`src/hw/rtl/linear_probe_hash_table_macros.svh`:
```
// Assertion macros shared by the hash table RTL.
`ifndef LINEAR_PROBE_HASH_TABLE_MACROS_SVH
`define LINEAR_PROBE_HASH_TABLE_MACROS_SVH
`ifndef NO_ASSERTIONS
// Check a property on every rising clock edge outside of reset.
`define LPHT_ASSERT(label, clk, rst_n, prop, msg) \
  label: assert property (@(posedge clk) disable iff (!rst_n) (prop)) else $error(msg);
// Check that a condition never holds outside of reset.
`define LPHT_ASSERT_NEVER(label, clk, rst_n, cond, msg) \
  label: assert property (@(posedge clk) disable iff (!rst_n) !(cond)) else $error(msg);
`else
`define LPHT_ASSERT(label, clk, rst_n, prop, msg)
`define LPHT_ASSERT_NEVER(label, clk, rst_n, cond, msg)
`endif
`endif

```
`src/hw/rtl/lpht_pkg.sv`:
```
// Types and codes shared by the hash table controller, datapath and top level.
package lpht_pkg;

  typedef enum logic [1:0] {
    CMD_LOOKUP = 2'd0,
    CMD_INSERT = 2'd1,
    CMD_REMOVE = 2'd2
  } lpht_op_e;

  typedef enum logic [1:0] {
    ST_OK   = 2'd0,
    ST_MISS = 2'd1,
    ST_FULL = 2'd2,
    ST_ZERO = 2'd3
  } lpht_status_e;

  typedef enum logic [3:0] {
    S_INIT,
    S_IDLE,
    S_DISPATCH,
    S_MOD_GO,
    S_MOD,
    S_LOOK_RD,
    S_LOOK_CHK,
    S_PLACE_RD,
    S_PLACE_CHK,
    S_COPY_RD,
    S_COPY_WR,
    S_SCAN_RD,
    S_SCAN_CHK
  } lpht_state_e;

  typedef struct packed {
    logic [1:0]  cmd;
    logic [31:0] key;
    logic [31:0] value;
  } lpht_req_t;

  typedef struct packed {
    lpht_status_e status;
    logic [31:0]  found_value;
    logic [8:0]   entry_count;
  } lpht_rsp_t;

  typedef struct packed {
    logic [31:0] key;
    logic [31:0] value;
  } lpht_slot_t;

  // Controller to datapath commands.
  typedef struct packed {
    logic         accept;
    logic         idx_clr;
    logic         idx_inc;
    logic         idx_home;
    logic         clr_wr;
    logic         copy_wr;
    logic         place_wr;
    logic         probe_clr;
    logic         probe_inc;
    logic         sweep_clr;
    logic         sweep_inc;
    logic         cur_from_scr;
    logic         mod_start;
    logic         mark_drop;
    logic         count_clr;
    logic         emit;
    lpht_status_e emit_status;
    logic         emit_found;
    logic         emit_remove;
  } lpht_ctl_t;

  // Datapath to controller status.
  typedef struct packed {
    logic       key_zero;
    logic [1:0] cmd;
    logic       full;
    logic       mod_done;
    logic       idx_last;
    logic       sweep_last;
    logic       probe_first;
    logic       probe_last;
    logic       slot_empty;
    logic       slot_match;
    logic       scan_empty;
    logic       scan_match;
  } lpht_sts_t;

endpackage

```
`src/hw/rtl/lpht_ctrl.sv`:
```
// Hash table controller: sequences clear, lookup, insert and remove/rebuild.
module lpht_ctrl (
  input  logic                clk_i,
  input  logic                rst_ni,
  input  logic                start_i,
  input  lpht_pkg::lpht_sts_t sts_i,
  output logic                busy_o,
  output lpht_pkg::lpht_ctl_t cmd_o
);
  import lpht_pkg::*;

  lpht_state_e state_q, state_d;

  always_ff @(posedge clk_i or negedge rst_ni) begin
    if (!rst_ni) begin
      state_q <= S_INIT;
    end else begin
      state_q <= state_d;
    end
  end

  always_comb begin
    state_d           = state_q;
    cmd_o             = '0;
    cmd_o.emit_status = ST_MISS;
    case (state_q)
      S_INIT: begin
        // sweep the slot memory to empty after reset
        cmd_o.clr_wr  = 1'b1;
        cmd_o.idx_inc = 1'b1;
        if (sts_i.idx_last) begin
          state_d = S_IDLE;
        end
      end
      S_IDLE: begin
        if (start_i) begin
          cmd_o.accept = 1'b1;
          state_d      = S_DISPATCH;
        end
      end
      S_DISPATCH: begin
        if (sts_i.key_zero) begin
          cmd_o.emit        = 1'b1;
          cmd_o.emit_status = ST_ZERO;
          state_d           = S_IDLE;
        end else begin
          case (sts_i.cmd)
            CMD_LOOKUP: begin
              cmd_o.mod_start = 1'b1;
              state_d         = S_MOD;
            end
            CMD_INSERT: begin
              if (sts_i.full) begin
                cmd_o.emit        = 1'b1;
                cmd_o.emit_status = ST_FULL;
                state_d           = S_IDLE;
              end else begin
                cmd_o.mod_start = 1'b1;
                state_d         = S_MOD;
              end
            end
            CMD_REMOVE: begin
              cmd_o.count_clr = 1'b1;
              cmd_o.sweep_clr = 1'b1;
              cmd_o.idx_clr   = 1'b1;
              state_d         = S_COPY_RD;
            end
            default: begin
              cmd_o.emit        = 1'b1;
              cmd_o.emit_status = ST_MISS;
              state_d           = S_IDLE;
            end
          endcase
        end
      end
      S_MOD_GO: begin
        cmd_o.mod_start = 1'b1;
        state_d         = S_MOD;
      end
      S_MOD: begin
        if (sts_i.mod_done) begin
          cmd_o.idx_home  = 1'b1;
          cmd_o.probe_clr = 1'b1;
          state_d = (sts_i.cmd == CMD_LOOKUP) ? S_LOOK_RD : S_PLACE_RD;
        end
      end
      S_LOOK_RD: begin
        state_d = S_LOOK_CHK;
      end
      S_LOOK_CHK: begin
        if (sts_i.slot_match) begin
          cmd_o.emit        = 1'b1;
          cmd_o.emit_status = ST_OK;
          cmd_o.emit_found  = 1'b1;
          state_d           = S_IDLE;
        end else if ((sts_i.probe_first && sts_i.slot_empty) || sts_i.probe_last) begin
          cmd_o.emit        = 1'b1;
          cmd_o.emit_status = ST_MISS;
          state_d           = S_IDLE;
        end else begin
          cmd_o.probe_inc = 1'b1;
          cmd_o.idx_inc   = 1'b1;
          state_d         = S_LOOK_RD;
        end
      end
      S_PLACE_RD: begin
        state_d = S_PLACE_CHK;
      end
      S_PLACE_CHK: begin
        if (sts_i.slot_empty) begin
          cmd_o.place_wr = 1'b1;
          if (sts_i.cmd == CMD_INSERT) begin
            cmd_o.emit        = 1'b1;
            cmd_o.emit_status = ST_OK;
            state_d           = S_IDLE;
          end else if (sts_i.sweep_last) begin
            cmd_o.emit        = 1'b1;
            cmd_o.emit_remove = 1'b1;
            state_d           = S_IDLE;
          end else begin
            cmd_o.sweep_inc = 1'b1;
            state_d         = S_SCAN_RD;
          end
        end else begin
          cmd_o.idx_inc = 1'b1;
          state_d       = S_PLACE_RD;
        end
      end
      S_COPY_RD: begin
        state_d = S_COPY_WR;
      end
      S_COPY_WR: begin
        cmd_o.copy_wr = 1'b1;
        cmd_o.idx_inc = 1'b1;
        state_d = sts_i.idx_last ? S_SCAN_RD : S_COPY_RD;
      end
      S_SCAN_RD: begin
        state_d = S_SCAN_CHK;
      end
      S_SCAN_CHK: begin
        if (sts_i.scan_empty || sts_i.scan_match) begin
          cmd_o.mark_drop = !sts_i.scan_empty;
          if (sts_i.sweep_last) begin
            cmd_o.emit        = 1'b1;
            cmd_o.emit_remove = 1'b1;
            state_d           = S_IDLE;
          end else begin
            cmd_o.sweep_inc = 1'b1;
            state_d         = S_SCAN_RD;
          end
        end else begin
          cmd_o.cur_from_scr = 1'b1;
          state_d            = S_MOD_GO;
        end
      end
      default: begin
        state_d = S_IDLE;
      end
    endcase
  end

  assign busy_o = (state_q != S_IDLE);

endmodule

```
`config.mk`:
```
export PLATFORM = sky130hd
export DESIGN_NAME = lpht_ctrl
export DESIGN_NICKNAME = d
export VERILOG_FILES = /design/src/hw/rtl/linear_probe_hash_table_macros.svh /design/src/hw/rtl/lpht_pkg.sv /design/src/hw/rtl/lpht_ctrl.sv
export SDC_FILE = /design/constraint.sdc
export NUM_CORES = 1
export LEC_CHECK = 0
export ABC_CLOCK_PERIOD_IN_PS = 3570
export BUFFER_PORTS_ARGS = -buffer_cell sky130_fd_sc_hd__buf_4
export CORE_MARGIN = 5
export CORE_UTILIZATION = 41
export DETAILED_ROUTE_END_ITERATION = 8
export PLACE_DENSITY = 0.77
export SLEW_MARGIN = 15
export SYNTH_ARGS = -nofsm -noshare
export SYNTH_HDL_FRONTEND = slang
export SYNTH_SLANG_ARGS = --single-unit
```
`constraint.sdc`:
```
create_clock -name clk_i -period 3.57 [get_ports clk_i]
set_input_delay 0.714 -clock clk_i [delete_from_list [all_inputs] [get_ports clk_i]]
set_output_delay 0.714 -clock clk_i [all_outputs]
set_load 0.05 [all_outputs]
```
# After elaboration in Yosys (flattened, before gate mapping)
# Cells that the tools add are included.
# word_totals
ff_bits	4
out_inout_bits	21
inputBits	16
elab_cells	89
# classes
n_eq_ne	18
muxes	61
reduce_logical	9
# ops
op	count
4-bit one-hot mux with 13 select lines	1
4-bit 2-to-1 mux	9
1-bit 2-to-1 mux	33
3-bit 2-to-1 mux	7
4-bit equality test (second input constant)	5
4-bit by 3-bit equality test with 1-bit output (second input constant)	4
4-bit one-hot mux with 3 select lines	1
4-bit by 2-bit equality test with 1-bit output (second input constant)	2
1-bit one-hot mux with 2 select lines	4
2-bit != test (second input constant)	3
2-bit one-hot mux with 3 select lines	1
3-bit one-hot mux with 2 select lines	1
4-bit by 1-bit equality test with 1-bit output (second input constant)	1
4-bit logical NOT	1
2-bit 2-to-1 mux	2
4-bit by 1-bit != test with 1-bit output (second input constant)	1
1-bit one-hot mux with 4 select lines	1
2-bit OR reduction	2
1-bit one-hot mux with 3 select lines	1
3-bit AND reduction	1
2-bit by 1-bit equality test with 1-bit output (second input constant)	1
2-bit equality test (second input constant)	1
2-bit logical NOT	1
1-bit logical OR	2
2 further kinds	2

# Longest topological paths before layout
# logic_depth
word_depth	5
mapped_depth	5

# Worst setup path after synthesis
# No wires, ideal clock.
# synth_path
path_type	register -> output
from	register state_q[1]
to	output port cmd_o[6] in the netlist's numbering
stages_incl_launch_ff	5
path_slack_ns	0.470
t_arrival_ns	2.386
cell_sequence	dfrtp_1 > buf_2 > inv_2 > nand2_1 > nor4b_1
# synth_lines
item	line	source
start, declared	lpht_ctrl.sv:12	lpht_state_e state_q, state_d;
start signal, assigned	lpht_ctrl.sv:18	state_q <= state_d;
end, declared	lpht_ctrl.sv:8	output lpht_pkg::lpht_ctl_t cmd_o

==> out/metrics.yaml <==
status:
  status: "complete, no violations"
placed_design:
  gp_congestion: 0.828
  placed_area_sq_um: 893
  io_buffer_count: 36
  dp_hpwl_um: 1630
  pre_cts_slack_ns: 1.09
critical_path:
  cp_max_fo: 17
  critical_path_required_ns: 2.86
  end_kind: "output port"
  cp-start-kind: "register"
  cp_slowest_cell: "dfrtp_1"
  crit_chain: "nor2b_1, nand2_1, o22ai_1, a221o_1, buf_4"
  ff2ff_path_depth: 4
  path_class: "reg2out"
  cp.arrival_ns: 1.95
  max_stage_delay_ns: 0.69
layout:
  top_register: "state_q"
  syn2layout_area_growth_pct: 40.2
  final_cell_area_sq_um: 916
  largest_registers: "state_q (4)"
  nNetsFinal: 144
  layout_common_cells: "buf_4 (36), nand2_1 (12), nor2_1 (10), a21oi_1 (7)"
  layout-drive-gt1-share_pct: 37.3
  largest_reg_flops: 4
  n_antenna_cell: 0
  final_util_pct: 60.8
  mostFrequentLayoutCell: "buf_4"
  fill_cells: 143
yosys:
  yosysWarnings: 0
  synth_flop_cell: "dfrtp_1"
  avgSynthCellArea_sq_um: 6.95
  ys_async_sr_fraction_pct: 100
  yosys.area.top_type_share_pct: 15.3
  synth_seq_cells: 4
  synthDistinctLibCells: 37
  syn-num-nets: 110
  netlist_area_sq_um: 653
  synth-edff-count: 0
  synth_top_area_cell: "dfrtp_1"
  synth_area_leaders: "dfrtp_1 (15%), buf_4 (6.9%), nand2_1 (6.9%)"
  synthCells: 94
  synth_seq_area_share_pct: 15.3
floorplanning:
  start_util_pct: 43.4
  pin_count: 37
  fp.dieW_um: 49.9
  die_y_um: 49.9
  die_area_sq_um: 2490
  core-area_sq_um: 1510
  core.rowCount: 14
global_routing:
  grt_overflow: 0
  first_global_vias: 786
  grt_max_degree: 18
  grt_pass1_wl_um: 3340
  grtUsageTotal_pct: 16.3
  grt_antenna_before_repair: 0
clock_network:
  path_clk_slew_ns: 0.03
  cts_buffers: 3
  cts_max_level: 1
  clockRootBuffer: "clkbuf_4"
  ctsHoldBuffers: 0
  ctsResizeCount: 0
  cts_tree: "done"
  postCtsSetupRepairBufs: 0
  clk_latency_ns: 0.24
  cts.sinks: 4
  clk_path_buf_depth: 2
timing:
  hold_viol: 0
  tightest_slew_ns: 0.563
  rsz0062_at_grt: "false"
  fin_tns_setup_ns: 0
  setup_violations: 0
  finalClockSkew_ns: 0.00125
  fmax_mhz: 375
  slew_violations: 0
  worst_slack_ns: 0.906
  min_period_ns: 2.66
  slew_headroom_pct: 62.5
  post-route-period-util_pct: 74.6
power_and_ir_drop:
  leakage_uw: 0.000458
  p_total_uw: 693
  peakVddDrop_v: 0.000588
  netSwitchingFraction_pct: 60.6
  internal_power_uw: 274
  powerDensity_nw_per_um2: 757
  p_seq_share_pct: 20.4
  combPwrFrac_pct: 71.5
  switchingPower_uw: 420
  clock_power_share_pct: 8.0
routing:
  num_vias: 847
  drt_iter0_drc: 15
  vias_per_cell: 5.96
  wire_per_inst_um: 14.5
  dr.pass1.iters: 4
  wirelength_um: 2060
  antenna_left: 0
  drc_errors: 0
hold_path:
  hold_class: "in2async"
flow_run:
  maxCapViolCount: 0
power groups by stage:
stage / clock network, uW / registers (uW) / logic (uW)
2_1_floorplan: 0 / 88.0 / 424
3_3_place_gp: 0 / 139 / 491
3_5_place_dp: 0 / 139 / 495
4_1_cts: 57.5 / 138 / 497
5_1_grt: 64.4 / 146 / 532
6_report: 55.8 / 142 / 496
per-layer routing:
layer	vias up	share of wire (%)	track usage, %
met5	-	0	0
met4	0	0	3.06
met3	0	7.3	4.52
met2	33	51	26.9
met1	400	42	21.0
li1	414	-	-
worst max-delay path, delay by kind of cell (launching register included):
family                 cells  cell delay [ns]
DFF                        1             0.69
AOI/OAI and AO/OA          2             0.35
and+or+nand+nor            2             0.48
buffers and inverters      1             0.19
worst paths after layout:
check	from	slack (ns)	end
max	state_q[1]	0.91	cmd_o[4]
min	rst_ni	0.26	state_q[2]
max reg2reg	state_q[3]	1.97	state_q[3]
min reg2reg	state_q[3]	0.86	state_q[1]
max in group asynchronous	rst_ni	3.20	state_q[1]
min in group clk_i	sts_i[6]	0.71	state_q[3]
cell families (layout without fill, tap and decap cells):
| family | after synthesis | after routing | synth area share, % |
|---|---|---|---|
| AO/OA/AOI/OAI | 31 | 31 | 33.3 |
| buffers and inverters | 14 | 46 | 11.7 |
| flip-flops | 4 | 4 | 15.3 |
| multiplexers | 1 | 1 | 1.53 |
| AND/OR/NAND/NOR | 44 | 44 | 38.1 |
cell type report:
class	count	area (sq um)	share of cell area [%]
clock buffer	3	22.5	2.46
sequential	4	100	10.9
timing repair buffer	36	270	29.5
tap	16	20.0	2.19
inverter	7	26.3	2.87
multi-input combinational	76	477	52.0
Yosys cell counts (3+ instances only):
| cell type | instances |
|---|---|
| buf_4 | 6 |
| nor2b_1 | 4 |
| nand2_1 | 12 |
| nand3_1 | 4 |
| and3_1 | 4 |
| nor2_1 | 10 |
| inv_2 | 3 |
| inv_1 | 4 |
| a21oi_1 | 7 |
| dfrtp_1 | 4 |
through the flow:
stage / hold WS [ns] / instances
2_1_floorplan: 0.418 / 94
3_3_place_gp: 0.512 / 139
3_5_place_dp: 0.513 / 139
4_1_cts: 0.262 / 142
5_1_grt: 0.248 / 142
6_report: 0.265 / 142
Power figures use the tool's default switching activity.
